### src/hdl/spline_curve_tessellator_assert.svh
// Assertion macros shared by the spline tessellator RTL.
// Needs a signal named clock and a signal named reset in the including scope.
`ifndef SPLINE_CURVE_TESSELLATOR_ASSERT_SVH
`define SPLINE_CURVE_TESSELLATOR_ASSERT_SVH

// Same-cycle implication.
`define SCT_ASSERT_NOW(label, ante, cons) \
   label: assert property (@(posedge clock) disable iff (reset) (ante) |-> (cons)) \
      else $error("sct assertion failed");

// Next-cycle implication.
`define SCT_ASSERT_NEXT(label, ante, cons) \
   label: assert property (@(posedge clock) disable iff (reset) (ante) |=> (cons)) \
      else $error("sct assertion failed");

`endif

### src/hdl/sct_queue.sv
// Two-entry job queue between the front end and the evaluator.
// Depends on nothing but its width parameter.
module sct_queue #(
   parameter int WIDTH = 8
) (
   input  logic             clock,
   input  logic             reset,
   input  logic             push,
   input  logic [WIDTH-1:0] push_data,
   input  logic             pop,
   output logic             full,
   output logic             not_empty,
   output logic [WIDTH-1:0] head
);

   logic [WIDTH-1:0] mem_ff [2];
   logic             wr_ff, wr_in;
   logic             rd_ff, rd_in;
   logic [1:0]       cnt_ff, cnt_in;

   assign full      = (cnt_ff == 2'd2);
   assign not_empty = (cnt_ff != 2'd0);
   assign head      = mem_ff[rd_ff];

   always_comb begin
      wr_in  = push ? !wr_ff : wr_ff;
      rd_in  = pop ? !rd_ff : rd_ff;
      cnt_in = cnt_ff + 2'(push) - 2'(pop);
   end

   always_ff @(posedge clock) begin
      if (push) begin
         mem_ff[wr_ff] <= push_data;
      end
      if (reset) begin
         wr_ff  <= 1'b0;
         rd_ff  <= 1'b0;
         cnt_ff <= 2'd0;
      end else begin
         wr_ff  <= wr_in;
         rd_ff  <= rd_in;
         cnt_ff <= cnt_in;
      end
   end

endmodule

### config.mk
export PLATFORM = sky130hd
export DESIGN_NAME = sct_queue
export DESIGN_NICKNAME = d
export VERILOG_FILES = /design/src/hdl/spline_curve_tessellator_assert.svh /design/src/hdl/sct_queue.sv
export SDC_FILE = /design/constraint.sdc
export NUM_CORES = 1
export LEC_CHECK = 0
export BUFFER_PORTS_ARGS = -buffer_cell sky130_fd_sc_hd__buf_2
export CAP_MARGIN = 30
export CORE_AREA = 5 5 51 53
export DETAILED_ROUTE_END_ITERATION = 6
export DIE_AREA = 0 0 56 58
export GPL_TIMING_DRIVEN = 0
export HOLD_SLACK_MARGIN = 0.02
export MAX_ROUTING_LAYER = met4
export PLACE_DENSITY_LB_ADDON = 0.25
export SYNTH_ARGS = -nofsm -noshare
export SYNTH_HDL_FRONTEND = slang
export SYNTH_SLANG_ARGS = --single-unit
### constraint.sdc
create_clock -name clock -period 1.4 [get_ports clock]
set_input_delay 0.28 -clock clock [delete_from_list [all_inputs] [get_ports clock]]
set_output_delay 0.28 -clock clock [all_outputs]
set_load 0.02 [all_outputs]
# After elaboration in Yosys (flattened, before gate mapping)
# Memories as Yosys holds them, arrays and structs flattened. A register that Yosys moved wholly into a read port is not among the register bits.
# Index checks and enable logic that the tools add are counted.
# word_totals
ram_bits	16
register_bits	4
n_memories	1
elab_cells	14
# mem_list
name	words	width	read_ports	rd_ports_with_merged_regs	wr	line_no	source
mem_ff	2	8	1	1	1	sct_queue.sv:16	logic [WIDTH-1:0] mem_ff [2];
# classes
n_reduce_logical	3
n_mux	4
addsub	2
eq_ne	1
# op_table
operator	count
1-bit two-way mux	4
2-bit by 1-bit adder with 2-bit output	1
2-bit == test (second input constant)	1
1-bit zero test	2
2-bit nonzero test	1
2-bit by 1-bit subtractor with 2-bit output	1

# Depth between registers and ports, before layout
# logic_depth
ltp_word	3
ltp_mapped	6
ltp_nobuf	6

# Least setup slack after synthesis
# OpenSTA, ideal clock, no wires.
# synth_timing
path_type	flip-flop to flip-flop
from	register cnt_ff[0]
to	register cnt_ff[1]
setup_time_ps	110
arrival_ps	1177
path_stages_with_launch	7
synth_period_minus_slack_ps	1287
slack_ps	113
cell_sequence	dfxtp_1 > inv_1 > ha_1 > inv_1 > ha_1 > xnor3_1 > nor2_1
# synth_between
elab_chain_cells	2
# synth_rtl
item	line_no	source
start: declaration	sct_queue.sv:19	logic [1:0] cnt_ff, cnt_in;
start signal: assignment	sct_queue.sv:42	cnt_ff <= cnt_in;
2-bit by 1-bit adder with 2-bit output	sct_queue.sv:28	cnt_in = cnt_ff + 2'(push) - 2'(pop);
2-bit by 1-bit subtractor with 2-bit output	sct_queue.sv:28	
# No other way between the ends.
# A chain may end at the register's enable or synchronous reset.

==> metrics.md <==
| Metric | Value |
|---|---|
| Synth area leaders | `edfxtp_1 (60%), dfxtp_1 (13%), mux2_1 (11%), ha_1 (3.1%), xnor3_1 (2.8%)` |
| Fmax | `668 MHz` |
| Vias | `420` |
| CP Data Required Time | `1.12 ns` |
| Syn Inst Count | `46` |
| CP arrival | `1.22 ns` |
| Unrepaired setup endpoints after global routing | `yes` |
| Pwr Total | `1.32 mW` |
| Worst slew margin | `0.559` |
| Final setup fails | `8` |
| Ratio of cells with drive above 1 in the final layout | `0.493` |
| Mean Syn Cell Area | `17.3 um^2` |
| Number of buffers created by CTS | `3` |
| Drt total wl | `1150 um` |
| Peak VDD IR | `0.669 mV` |
| Power density cells | `1250 nW/um^2` |
| Worst path top cell family by delay | `flip-flops` |
| Drt first-iter violations | `6` |
| I/O pin cnt | `22` |
| Post-synth EDFFs | `16` |
| CP Capture Type | `output pin` |
| Area delta synth->final | `32.6%` |
| Buffer count from post-CTS setup fixing | `0` |
| Placement-stage cell area | `935 um^2` |
| CTS tree | `built` |
| Diode count | `0` |
| Pins Over Slew Limit | `0` |
| Min Tclk post-route | `1.50 ns` |
| Root buffer cell | `clkbuf_4` |
| Outcome | `finished with violations` |
| FFs w/ async S/R, synth | `0` |
| Worst-margin pin slew | `0.661 ns` |
| Antenna violations before repair | `0` |
| Routed Antenna Nets | `0` |
| Number of global-route vias before repair | `436` |
| Synthesized Nets | `60` |
| Top_reg_cell synth | `edfxtp_1` |
| Maxcap violations | `0` |
| Worst path max stage delay | `0.35 ns` |
| Critical path class | `register to output pin` |
| Clk buf depth | `2` |
| Core ar. | `2110 um^2` |
| Die width | `56 um` |
| CP Launch Type | `register` |
| Final core occ | `0.500` |
| Final net count | `86` |
| Final setup margin | `-0.0981 ns` |
| Global Route Usage Sum | `0.0765` |
| Die Span Y | `58 um` |
| Pre-CTS WS | `-0.0303 ns` |
| Most common cell in the netlist | `edfxtp_1` |
| H-tree Lvls | `1` |
| Pre-antenna DRT Iters | `2` |
| Largest net degree at the start of global routing | `12` |
| Yosys warns | `0` |
| R2R cell count | `1` |
| Register area | `583 um^2` |
| Setup tns final | `-0.750 ns` |
| Top cell type's share of synthesized area | `0.605` |
| Filler cells | `193` |
| First-pass GRT wire length | `1850 um` |
| Remaining design rule violation count | `0` |
| Levels on crit path | `3` |
| Clock sink total | `21` |
| Worst skew pair latency | `0.29 ns` |
| Final std cells w/o fill | `99` |
| Hold Crit Class | `input port to register` |
| Violated checks | `negative setup slack` |
| Dpl cells | `95` |
| Yosys reg bits | `21` |
| Slowest cell on crit path | `dfxtp_2` |
| Critical-path cell list | `buf_8, mux2_4, buf_6` |
| Library cells used by synthesis | `12` |
| Worst-path clk slew | `0.11 ns` |
| Worst hold slack | `0.173 ns` |
| Leak | `0.436 nW` |
| GR Overflow Total | `0` |
| Multi-input logic area | `231 um^2` |
| Routed len/inst | `11.6 um` |
| Critical-path maximum fanout | `8` |
| Die Area | `3250 um^2` |
| Mapped Area | `795 um^2` |
| Worst path bufs/invs | `2` |
| Post-DR vias/cell | `4.24` |
| Initial Util | `0.377` |
| PortBufs | `21` |
| Post-synth top cells | `edfxtp_1 (16), mux2_1 (8), dfxtp_1 (5), nor2_1 (4), nor2b_1 (3)` |
| Hold path cells | `1` |
| Final hold violations | `0` |
| Post-synthesis sequential area ratio | `0.731` |
| Top cell type by total area after synthesis | `edfxtp_1` |
| RePlAce Congestion | `0.597` |
| Fin crit share | `1.07` |
| DPL Wire Length | `852 um` |
| Placement Rows | `17` |
| Skew final | `0.00360 ns` |
| Design area | `1050 um^2` |
report_power, final:
part	switching [mW]	total, mW	internal [mW]	leakage [nW]
Clock	0.161	0.271	0.111	0.0150
Sequential	0.0219	0.747	0.725	0.192
Combinational	0.136	0.303	0.167	0.229
area by class of cell:
class,count,area share
multi-input combinational,22,0.220
clock buffer,4,0.0249
timing repair buffer,21,0.147
sequential,21,0.553
tap,28,0.0333
buffer,1,0.0143
inverter,2,0.00713
flip-flops by register name, summed over array words and instances (netlist names), named ones only:
name	count
cnt_ff	2
mem_ff	16
rd_ff	1
wr_ff	1
routing by layer:
layer / vias up / GRT usage / part of all wire / wire length, um
met2: 15 / 0.122 / 0.46 / 529
met3: 0 / 0.0334 / 0.10 / 120
met4: 0 / 0.0305 / 0 / 0
met1: 191 / 0.0845 / 0.43 / 499
li1: 214 / - / - / -
met5: - / - / 0 / 0
path summary, 6_finish.rpt:
check | startpoint | end | slack [ns]
setup reg to reg | wr_ff | mem_ff[0][5] | 0.18
hold reg to reg | rd_ff | rd_ff | 0.52
setup / recovery | register | head[0] | -0.1
hold / removal | push_data[7] | mem_ff[0][7] | 0.17
cell usage in the layout (no fill, tap or decap):
| cell type | n |
|---|---|
| clkbuf_1 | 1 |
| edfxtp_1 | 16 |
| inv_1 | 2 |
| buf_6 | 8 |
| buf_2 | 13 |
| mux2_4 | 8 |
| clkbuf_4 | 3 |
| ha_1 | 2 |
| and2_1 | 1 |
| nor2_1 | 4 |
| buf_8 | 1 |
| xnor3_1 | 1 |
| or2_1 | 1 |
| dfxtp_1 | 3 |
| dfxtp_2 | 2 |
| xnor2_1 | 2 |
| nor2b_1 | 3 |
kinds of logic after synthesis:
kind of cell / after synthesis / share of synthesized area
flip-flops: 21 / 0.731
AND/OR/NAND/NOR: 9 / 0.0583
multiplexers: 8 / 0.113
XOR/XNOR: 3 / 0.0504
buffers and inverters: 3 / 0.0157
adder cells (fa/ha/maj): 2 / 0.0315
what timing repair did:
action                     CTS  global route
hold endpoints to repair     0             0
hold buffers                 0             0
setup endpoints to repair    9             9
pin swaps                    0             2
resized for setup           29             0
Note: power is estimated with default switching activity, not from simulation.
