**config.mk**
```make
export PLATFORM = sky130hd
export DESIGN_NAME = sct_front
export DESIGN_NICKNAME = d
export VERILOG_FILES = /design/src/hdl/spline_curve_tessellator_assert.svh /design/src/hdl/sct_pkg.sv /design/src/hdl/sct_front.sv
export SDC_FILE = /design/constraint.sdc
export NUM_CORES = 1
export LEC_CHECK = 0
export BUFFER_PORTS_ARGS = -buffer_cell sky130_fd_sc_hd__buf_4
export CAP_MARGIN = 10
export CORE_AREA = 3 3 220 222
export DETAILED_ROUTE_END_ITERATION = 8
export DIE_AREA = 0 0 223 225
export PLACE_DENSITY = 0.83
export SETUP_SLACK_MARGIN = 0.5
export SLEW_MARGIN = 5
export SYNTH_ARGS = -nofsm -noshare
export SYNTH_HDL_FRONTEND = slang
export SYNTH_SLANG_ARGS = --single-unit
```
**constraint.sdc**
```tcl
create_clock -name clock -period 5.3 [get_ports clock]
set_clock_uncertainty 0.1 [all_clocks]
set_input_delay 0.265 -clock clock [delete_from_list [all_inputs] [get_ports clock]]
set_output_delay 0.265 -clock clock [all_outputs]
set_load 0.02 [all_outputs]
```
**src/hdl/spline_curve_tessellator_assert.svh**
```systemverilog
// Assertion macros shared by the spline tessellator RTL.
// Needs a signal named clock and a signal named reset in the including scope.
`ifndef SPLINE_CURVE_TESSELLATOR_ASSERT_SVH
`define SPLINE_CURVE_TESSELLATOR_ASSERT_SVH

// Same-cycle implication.
`define SCT_ASSERT_NOW(label, ante, cons) \
   label: assert property (@(posedge clock) disable iff (reset) (ante) |-> (cons)) \
      else $error("sct assertion failed");

// Next-cycle implication.
`define SCT_ASSERT_NEXT(label, ante, cons) \
   label: assert property (@(posedge clock) disable iff (reset) (ante) |=> (cons)) \
      else $error("sct assertion failed");

`endif

```
**src/hdl/sct_pkg.sv**
```systemverilog
// Types and constants for the spline curve tessellator.
// No dependencies; used by every module of the block but the queue.
package sct_pkg;

   typedef struct packed {
      logic               start_path;
      logic signed [31:0] px;
      logic signed [31:0] py;
      logic signed [31:0] pz;
   } req_type;

   typedef struct packed {
      logic signed [31:0] qx;
      logic signed [31:0] qy;
      logic signed [31:0] qz;
      logic               last_of_run;
   } rsp_type;

   typedef struct packed {
      logic signed [31:0] p1;
      logic signed [31:0] p2;
      logic signed [32:0] d0;   // p2 - p0
      logic signed [32:0] d1;   // p3 - p1
   } axis_type;

   typedef struct packed {
      logic [5:0]          n;
      logic [16:0]         q0;  // floor(65536 / n)
      logic [5:0]          r0;  // 65536 mod n
      axis_type [2:0]      axes;
   } job_type;

   localparam logic [5:0]  SEG_RESET = 6'd8;
   localparam logic [16:0] T_ONE     = 17'h10000;

   function automatic logic [16:0] recip(input logic [5:0] n);
      logic [16:0] q;
      case (n)
         6'd1: q = 17'd65536;   6'd2: q = 17'd32768;   6'd3: q = 17'd21845;
         6'd4: q = 17'd16384;   6'd5: q = 17'd13107;   6'd6: q = 17'd10922;
         6'd7: q = 17'd9362;    6'd8: q = 17'd8192;    6'd9: q = 17'd7281;
         6'd10: q = 17'd6553;   6'd11: q = 17'd5957;   6'd12: q = 17'd5461;
         6'd13: q = 17'd5041;   6'd14: q = 17'd4681;   6'd15: q = 17'd4369;
         6'd16: q = 17'd4096;   6'd17: q = 17'd3855;   6'd18: q = 17'd3640;
         6'd19: q = 17'd3449;   6'd20: q = 17'd3276;   6'd21: q = 17'd3120;
         6'd22: q = 17'd2978;   6'd23: q = 17'd2849;   6'd24: q = 17'd2730;
         6'd25: q = 17'd2621;   6'd26: q = 17'd2520;   6'd27: q = 17'd2427;
         6'd28: q = 17'd2340;   6'd29: q = 17'd2259;   6'd30: q = 17'd2184;
         6'd31: q = 17'd2114;   6'd32: q = 17'd2048;   6'd33: q = 17'd1985;
         6'd34: q = 17'd1927;   6'd35: q = 17'd1872;   6'd36: q = 17'd1820;
         6'd37: q = 17'd1771;   6'd38: q = 17'd1724;   6'd39: q = 17'd1680;
         6'd40: q = 17'd1638;   6'd41: q = 17'd1598;   6'd42: q = 17'd1560;
         6'd43: q = 17'd1524;   6'd44: q = 17'd1489;   6'd45: q = 17'd1456;
         6'd46: q = 17'd1424;   6'd47: q = 17'd1394;   6'd48: q = 17'd1365;
         6'd49: q = 17'd1337;   6'd50: q = 17'd1310;   6'd51: q = 17'd1285;
         6'd52: q = 17'd1260;   6'd53: q = 17'd1236;   6'd54: q = 17'd1213;
         6'd55: q = 17'd1191;   6'd56: q = 17'd1170;   6'd57: q = 17'd1149;
         6'd58: q = 17'd1129;   6'd59: q = 17'd1110;   6'd60: q = 17'd1092;
         6'd61: q = 17'd1074;   6'd62: q = 17'd1057;   6'd63: q = 17'd1040;
         default: q = 17'd65536;
      endcase
      return q;
   endfunction

endpackage

```
**src/hdl/sct_front.sv**
```systemverilog
// Front end: takes control points, keeps the three-point window and
// builds span jobs. Depends on sct_pkg.
module sct_front #(
   parameter int MAX_SEGMENTS = 63
) (
   input  logic             clock,
   input  logic             reset,
   input  logic             req_valid,
   output logic             req_ready,
   input  sct_pkg::req_type req_data,
   input  logic [5:0]       seg_cfg,
   input  logic             job_full,
   output logic             job_push,
   output sct_pkg::job_type job_data
);

   localparam logic [5:0] MAX_N = 6'(MAX_SEGMENTS);

   logic signed [31:0] win_ff [3][3];
   logic signed [31:0] win_in [3][3];
   logic [1:0]         held_ff, held_in;
   logic               accept;
   logic signed [31:0] pnew [3];
   logic [5:0]         n_eff;
   logic [22:0]        qn;
   logic [22:0]        rem_w;

   assign req_ready = !job_full;
   assign accept    = req_valid && req_ready;
   assign pnew[0]   = req_data.px;
   assign pnew[1]   = req_data.py;
   assign pnew[2]   = req_data.pz;

   always_comb begin
      if (seg_cfg == 6'd0) begin
         n_eff = 6'd1;
      end else if (seg_cfg > MAX_N) begin
         n_eff = MAX_N;
      end else begin
         n_eff = seg_cfg;
      end
   end

   assign qn    = 23'(sct_pkg::recip(n_eff)) * 23'(n_eff);
   assign rem_w = 23'(sct_pkg::T_ONE) - qn;

   always_comb begin
      job_data.n  = n_eff;
      job_data.q0 = sct_pkg::recip(n_eff);
      job_data.r0 = rem_w[5:0];
      for (int a = 0; a < 3; a++) begin
         job_data.axes[a].p1 = win_ff[1][a];
         job_data.axes[a].p2 = win_ff[2][a];
         job_data.axes[a].d0 = 33'(win_ff[2][a]) - 33'(win_ff[0][a]);
         job_data.axes[a].d1 = 33'(pnew[a]) - 33'(win_ff[1][a]);
      end
   end

   assign job_push = accept && !req_data.start_path && (held_ff == 2'd3);

   always_comb begin
      win_in  = win_ff;
      held_in = held_ff;
      if (accept) begin
         for (int a = 0; a < 3; a++) begin
            // a new path drops the held points before this one goes in
            win_in[0][a] = req_data.start_path ? 32'sd0 : win_ff[1][a];
            win_in[1][a] = req_data.start_path ? 32'sd0 : win_ff[2][a];
            win_in[2][a] = pnew[a];
         end
         if (req_data.start_path) begin
            held_in = 2'd1;
         end else if (held_ff != 2'd3) begin
            held_in = held_ff + 2'd1;
         end
      end
   end

   always_ff @(posedge clock) begin
      if (reset) begin
         held_ff <= 2'd0;
         for (int p = 0; p < 3; p++) begin
            for (int a = 0; a < 3; a++) begin
               win_ff[p][a] <= 32'sd0;
            end
         end
      end else begin
         held_ff <= held_in;
         win_ff  <= win_in;
      end
   end

endmodule

```
---- Word level (Yosys, flattened, before mapping) ----
Memory sizes are Yosys's and may differ from the RTL's.
Index checks and enable logic that the tools add are counted.
word-level totals
  bits in registers ....................... 290
  ROM bits ................................ 2176
  input port bits ......................... 107
  output and inout bits ................... 421
  logic and storage cells ................. 42
  memories ................................ 2
memories
  name              words  bits a word  read ports  clocked after Yosys merged registers in  wr ports  line           RTL
  (name not given)  64     17           1           0                                        0         sct_pkg.sv:38  case (n)
  (name not given)  64     17           1           0                                        0         sct_pkg.sv:38
operators by class
  $add $sub $neg .......................... 8
  multiply operators ...................... 1
  order comparisons ....................... 1
  equal/unequal tests ..................... 2
  muxes and demuxes ....................... 10
  reduce and logical (&&, ||, !) cells .... 8
operators by type and width
  operator                                              number
  subtractor 32 x 32 -> 33 bit                          6
  two-way mux 32 bit                                    6
  multiplier 17 x 6 -> 6 bit                            1
  two-way mux 6 bit                                     2
  greater-than comparator 6 bit, second input constant  1
  zero test 6 bit                                       1
  subtractor 1 x 6 -> 6 bit, first input constant       1
  two-way mux 2 bit                                     2
  logical AND 1 bit                                     3
  adder 2 x 1 -> 2 bit, second input constant           1
  equality test 2 bit, second input constant            1
  zero test 1 bit                                       2
  != test 2 bit, second input constant                  1
  AND reduction 2 bit                                   1
  nonzero test 2 bit                                    1

---- Depth between registers and ports, before layout ----
Gate-level depths: netlist of run 1.
An unclocked memory read counts as a cell.
  depth after elaboration ................. 6
  gate-level depth with buffers ........... 26
  mapped depth without buffers ............ 25

---- Worst setup path after synthesis of run 1 ----
OpenSTA, ideal clock, no wires.
  path type ............................... input to output
  from .................................... in seg_cfg[4]
  to ...................................... out job_data[395] (netlist name)
  arrival ................................. 5.947 ns
  required time ........................... 4.935 ns
  slack ................................... -1.012 ns
  stages on the path ...................... 23
  buffers on the path ..................... 1
  cells stage by stage .................... clkbuf_1 > nor2_1 > nand2_1 > nor3_1 > nor2_1 > inv_1 > ha_1 > inv_1 > o211ai_1 > o21ai_0 > o21ai_0 > and2_1 > fa_1 > ha_1 > inv_1 > fa_1 > ha_1 > ha_1 > a21oi_1 > xnor2_1 > xnor2_1 > xnor2_1 > xnor2_1
RTL lines
  element             line             RTL
  start: declaration  sct_front.sv:11  input logic [5:0] seg_cfg,
  end: declaration    sct_front.sv:14  output sct_pkg::job_type job_data

==> summary.md, run 1 <==
| Metric | Value |
|---|---|
| Status | `completed` |
| RR Endpoint | `held_ff[1]` |
| Final WL | `76700 um` |
| Hold Vio Cnt, Final | `0` |
| Layout cells sized above 1 | `0.197` |
| Yosys reg bits | `290` |
| Vias in the first global route | `22600` |
| Initial antenna violation count | `2` |
| Synth Warn # | `0` |
| Hold_ws | `107 ps` |
| Critical Path End | `job_data[395]` |
| HPWL after detailed placement | `56100 um` |
| First-pass GRT wire length | `120000 um` |
| Fin crit share | `0.956` |
| Crit Path Category | `in2out` |
| Gr ovfl total | `0` |
| Multi-input gate area in the final layout | `0.0150 mm^2` |
| CP dominant cell by count | `xnor2_2` |
| Setup TNS | `0 ps` |
| Die width | `223 um` |
| Die Y | `225 um` |
| Wire per inst | `18.2 um` |
| Root Driver | `clkbuf_16` |
| Slowest CP cell | `fa_1` |
| Placed Cells | `4037` |
| Vias | `24000` |
| Power Density | `276 mW/mm^2` |
| Remaining DRCs | `0` |
| TritonCTS Buffers | `36` |
| I/O pins | `528` |
| RSZ-0062 raised after global routing | `yes` |
| FF-to-FF path depth | `4` |
| Starting Density | `0.507` |
| Worst skew pair latency | `540 ps` |
| Syn Std Cell Area | `0.0236 mm^2` |
| Reg2reg start | `held_ff[0]` |
| Full die area | `0.0502 mm^2` |
| Peak Freq | `197 MHz` |
| All-Layer GR Usage | `0.287` |
| Post-layout min period | `5070 ps` |
| Placement Cell Area | `0.0268 mm^2` |
| Drt initial violations | `2030` |
| Port Buffers | `527` |
| Critical Path Max Stage Delay | `460 ps` |
| Crit path depth | `27` |
| Worst hold path type | `in2reg` |
| Delay-heaviest family, CP | `adder cells` |
| GPL Wtd Cong | `0.941` |
| Pleak | `12.4 nW` |
| Top_reg_cell synth | `dfxtp_1` |
| Design area | `0.0292 mm^2` |
| Synth area leaders | `dfxtp_1, ha_1, a21oi_1` |
| Final count of negative-setup-slack endpoints | `0` |
| Max-Slew Margin vs Limit | `0.325` |
| TritonCTS clock tree | `done` |
| Sequential Area | `0.00581 mm^2` |
| Max_cap viols | `0` |
| Number of synthesized flops with an enable pin | `0` |
| Layout fillers | `4026` |
| Clk slew on worst S/H paths | `60 ps` |
| Final nets | `3910` |
| Num Clock Sinks | `290` |
| Synth Area per Inst | `7.33 um^2` |
| Ys async rst share | `0` |
| Clock Tree Buf Depth | `3` |
| Req. time, crit path | `4930 ps` |
| Worst Setup Start Kind | `input port` |
| Commonest cells after routing, fill and taps aside | `buf_4, a21oi_1, nand2_1, dfxtp_1, inv_1` |
| Crit path max fanout | `5` |
| Worst R2R Setup Slack | `4090 ps` |
| Final Max Slew Viols | `0` |
| Core footprint | `0.0466 mm^2` |
| Max rail drop VDD | `0.000404 V` |
| Seq/Total Area, Yosys | `0.246` |
| Arrival @ worst endpoint | `4700 ps` |
| Yosys top cell area share | `0.246` |
| Cells after Synth | `3218` |
| Pin count of the biggest net entering global routing | `192` |
| Area grow syn2layout | `23.9%` |
| Row count | `79` |
| Fin cells | `4212` |
| Crit path launch | `seg_cfg[4]` |
| Vias per cell | `5.69` |
| Most common cell after layout, fill and taps aside | `buf_4` |
| Syn nets | `3553` |
| Drt first pass iters | `6` |
| Distinct cells, synth | `85` |
| Worst path bufs/invs | `5` |
| Final ANT Viol Nets | `0` |
| Least-Margin Pin Slew | `1010 ps` |
| Critical path endpoint category | `output port` |
| Yosys top cell by area | `dfxtp_1` |
| CTS H-tree depth | `2` |
[flip-flops by register name (all words and copies together), names as in the netlist]
| name | cells |
|---|---|
| job_data | 192 |
| win_ff | 96 |
| held_ff | 2 |
[cell usage after synthesis (all sizes together), types with 5 or more instances]
cell type,n
nor2,222
a221oi,13
o31a,7
nand3b,94
a311oi,7
o211ai,17
nand4,8
a21boi,14
inv,281
nor3b,6
dfxtp,290
xnor2,124
nand2,390
o221ai,5
buf,207
ha,217
nand2b,31
or3,7
o21a,31
nor2b,30
and2,16
and3,22
o21bai,16
a31o,7
a21oi,451
a211o,5
a2111oi,6
and4,6
nor3,134
a21o,97
o31ai,15
xor2,42
clkbuf,141
o2111ai,6
mux2i,6
o311ai,7
or2,5
fa,11
a211oi,20
nand3,34
o22ai,6
o21ai,101
a31oi,18
[repair_timing]
item | in CTS | in global routing
setup endpoints to repair | 1 | 3
pin swaps | 29 | 1
setup buffers | 11 | 0
gates resized for setup | 23 | 5
hold endpoints to repair | 96 | 0
hold buffers | 96 | 0
gates cloned | 0 | 0
[how the worst min path moves through the flow]
stage | startpoint | slack (ps) | to | cells after the start
floorplan | req_data[32] | 300 | job_data[196] | 2
global placement | win_ff[192] | 350 | win_ff[192] | 2
detailed placement | win_ff[192] | 350 | win_ff[192] | 2
CTS | reset | 140 | win_ff[212] | 2
global route | reset | 160 | win_ff[212] | 2
finish | reset | 110 | win_ff[212] | 2
[layout make-up]
type / count / area share
well taps: 607 / 0.0260
flip-flops and latches: 290 / 0.199
inverters: 283 / 0.0369
diodes: 2 / 0.000171
multi-input cells: 2297 / 0.513
repair buffers: 667 / 0.182
clock buffers: 47 / 0.0340
clock inverters: 19 / 0.00908
[worst reg2reg max path, cell delays in order (launching register included)]
cell	delay [ps]
dfxtp_1	320
ha_1	230
nor3_1	270
a22oi_1	130
nor2_1	90
[routing by layer]
metal  vias up  part of all wire  global-route usage
li1      11600                 -                   -
met1     11200              0.40               0.352
met2      1037              0.48               0.495
met3       171             0.083              0.0616
met4         0             0.040               0.111
met5         -                 0                   0
[logic make-up after synthesis]
family	Yosys count	synth area share
AND/OR/NAND/NOR	1016	0.203
adder cells (fa/ha/maj)	228	0.124
flip-flops	290	0.246
multiplexers	10	0.00589
XOR/XNOR	166	0.0616
AO/OA/AOI/OAI	877	0.228
buffers and inverters	631	0.131
[power breakdown]
group / internal (mW) / total, mW / switching (mW) / leakage, nW
Sequential: 2.22 / 2.28 / 0.0549 / 2.35
Clock: 1.62 / 2.65 / 1.02 / 0.616
Combinational: 1.33 / 3.12 / 1.79 / 9.47
[through the flow]
step / worst slack (ps) / utilization / power, mW
floorplan: 56.2 / - / 4.26
finish: 234 / 0.628 / 8.05
detailed placement: -5.03 / 0.575 / 5.31
global placement: 2.40 / 0.575 / 5.29
CTS: 231 / 0.627 / 8.06
global route: -79.0 / 0.627 / 8.40
(Power assumes the default switching activity.)
==> run 2: changes to the inputs <==
Settings changed: CORE_AREA 3 3 220 222 to 3 3 244 246, DIE_AREA 0 0 223 225 to 0 0 247 249, PLACE_DENSITY 0.83 to 0.7.
==> summary.md, run 2 (same netlist as run 1, synthesis figures left out) <==
| Metric | Value |
|---|---|
| Status | `completed` |
| Area grow syn2layout | `25.4%` |
| CTS H-tree depth | `2` |
| RSZ-0062 raised after global routing | `yes` |
| Crit Path Category | `in2out` |
| Row count | `88` |
| Cell chain of the critical path | `buf_6 > nor2_4 > nand2_4 > nor3_4 > nor2_4 > ha_4 > mux4_2 > o31a_1 > and2_4 > fa_1 > ha_2 > inv_2 > fa_1 > ha_4 > xnor2_2 > xnor2_1 > xnor2_1 > xnor2_1 > xnor2_1 > xnor2_1 > buf_4 > xnor2_2 > buf_4` |
| TritonCTS Buffers | `38` |
| Num Clock Sinks | `290` |
| Max-Slew Margin vs Limit | `0.336` |
| Critical Path End | `job_data[395]` |
| Starting Density | `0.410` |
| First-pass GRT wire length | `122000 um` |
| Final nets | `3935` |
| Critical path endpoint category | `output port` |
| Crit path max fanout | `8` |
| Vias | `23300` |
| Worst setup margin | `173 ps` |
| Sequential share of power | `0.284` |
| Wire per inst | `17.8 um` |
| Pin count of the biggest net entering global routing | `152` |
| Critical Path Max Stage Delay | `540 ps` |
| Worst R2R Setup Slack | `4110 ps` |
| Commonest cells after routing, fill and taps aside | `buf_4, a21oi_1, nand2_1, dfxtp_1, inv_1` |
| Drt first pass iters | `5` |
| Root Driver | `clkbuf_16` |
| Least-Margin Pin Slew | `996 ps` |
| Final Max Slew Viols | `0` |
| Fin crit share | `0.967` |
| RR Endpoint | `held_ff[1]` |
| Final count of negative-setup-slack endpoints | `0` |
| Post-layout min period | `5130 ps` |
| Final WL | `78000 um` |
| Setup TNS | `0 ps` |
| CP dominant cell by count | `xnor2_1` |
| Combinational share of power | `0.394` |
| Worst path bufs/invs | `4` |
| Hold Vio Cnt, Final | `0` |
| Pre-CTS setup slack | `-52.0 ps` |
| Peak Freq | `195 MHz` |
| FF-to-FF path depth | `4` |
| Net Sw Frac | `0.364` |
| Int Pwr | `5.09 mW` |
| Slowest CP cell | `fa_1` |
| Clk slew on worst S/H paths | `60 ps` |
| Final ANT Viol Nets | `0` |
| Worst hold path type | `in2reg` |
| Hold_ws | `97.5 ps` |
| Layout cells sized above 1 | `0.197` |
| Vias in the first global route | `22100` |
| Gr ovfl total | `0` |
| HPWL after detailed placement | `58500 um` |
| Net Switching | `2.92 mW` |
| Power Density | `271 mW/mm^2` |
| TritonCTS clock tree | `done` |
| Port Buffers | `527` |
| Worst skew pair latency | `560 ps` |
| Drt initial violations | `1337` |
| Max_cap viols | `0` |
| Remaining DRCs | `0` |
| Initial antenna violation count | `3` |
| Max rail drop VDD | `0.000356 V` |
| GPL Wtd Cong | `0.932` |
| All-Layer GR Usage | `0.242` |
| Hold Path Depth | `2` |
| Die Y | `249 um` |
| Max reg flops | `192` |
| Crit path depth | `23` |
| Total power | `8.01 mW` |
| Arrival @ worst endpoint | `4760 ps` |
| Clock Tree Buf Depth | `3` |
| Most common cell after layout, fill and taps aside | `buf_4` |
| Worst hold start | `reset` |
| Core footprint | `0.0576 mm^2` |
| Worst Setup Start Kind | `input port` |
| Req. time, crit path | `4930 ps` |
| Clock power share | `0.321` |
| Placement Cell Area | `0.0271 mm^2` |
| Pleak | `12.5 nW` |
| Reg2reg start | `held_ff[0]` |
| Crit path launch | `seg_cfg[4]` |
| Vias per cell | `5.29` |
| I/O pins | `528` |
| Design area | `0.0296 mm^2` |
| Delay-heaviest family, CP | `adder cells` |
| Die width | `247 um` |
| Full die area | `0.0615 mm^2` |
-- run 2: changes by cell type in the layout (fill, tap and decap cells not counted), moves of 3 or more --
cell	delta
buf_4	+11
bufinv_16	-4
clkbuf_8	+3
o21ai_0	+3
dlygate4sd3_1	+8
-- run 2: per-stage QoR --
stage                      util  cells
after floorplan               -   3218
after global placement    0.471   4213
after detailed placement  0.471   4213
after CTS                 0.513   4388
after global routing      0.513   4392
final                     0.513   4394
-- run 2: layer usage --
metal,routed length (um),track usage,vias to the layer above
met2,36800,0.413,702
met4,2770,0.0829,0
met1,32200,0.293,10800
li1,-,-,11600
met3,6190,0.0651,150
met5,0,0,-
-- run 2: area by class of cell --
| type | instances | area, um^2 |
|---|---|---|
| clock inverter | 12 | 158 |
| inverter | 283 | 1070 |
| clock buffer | 53 | 1070 |
| tap | 765 | 957 |
| multi-input combinational | 2297 | 14900 |
| antenna | 4 | 10.0 |
| timing repair buffer | 690 | 5560 |
| fill | 5554 | 28000 |
| sequential | 290 | 5810 |
-- run 2: how the worst min path moves through the flow --
stage / endpoint
finish: win_ff[207]
global route: win_ff[193]
CTS: win_ff[207]
detailed placement: win_ff[192]
global placement: win_ff[256]
floorplan: job_data[196]
-- run 2: power groups by stage --
stage,Combinational [mW],Clock [mW],Sequential [mW]
3_5_place_dp,3.07,0,2.32
2_1_floorplan,1.96,0,2.30
3_3_place_gp,3.06,0,2.32
4_1_cts,3.16,2.64,2.28
6_report,3.16,2.57,2.28
5_1_grt,3.39,2.72,2.28
-- run 2: timing repair --
action                     4_1_cts  5_1_grt
setup endpoints to repair        1       11
hold endpoints to repair        97        0
pin swaps                       20        1
setup buffers                    6        2
hold buffers                   104        0
gates resized for setup         16        5
-- run 2: worst reg2reg max path, stage by stage, from the launching register on --
cell and delay [ps]:
dfxtp_1 330, ha_1 220, nor3_1 260, a22oi_1 130, nor2_1 90
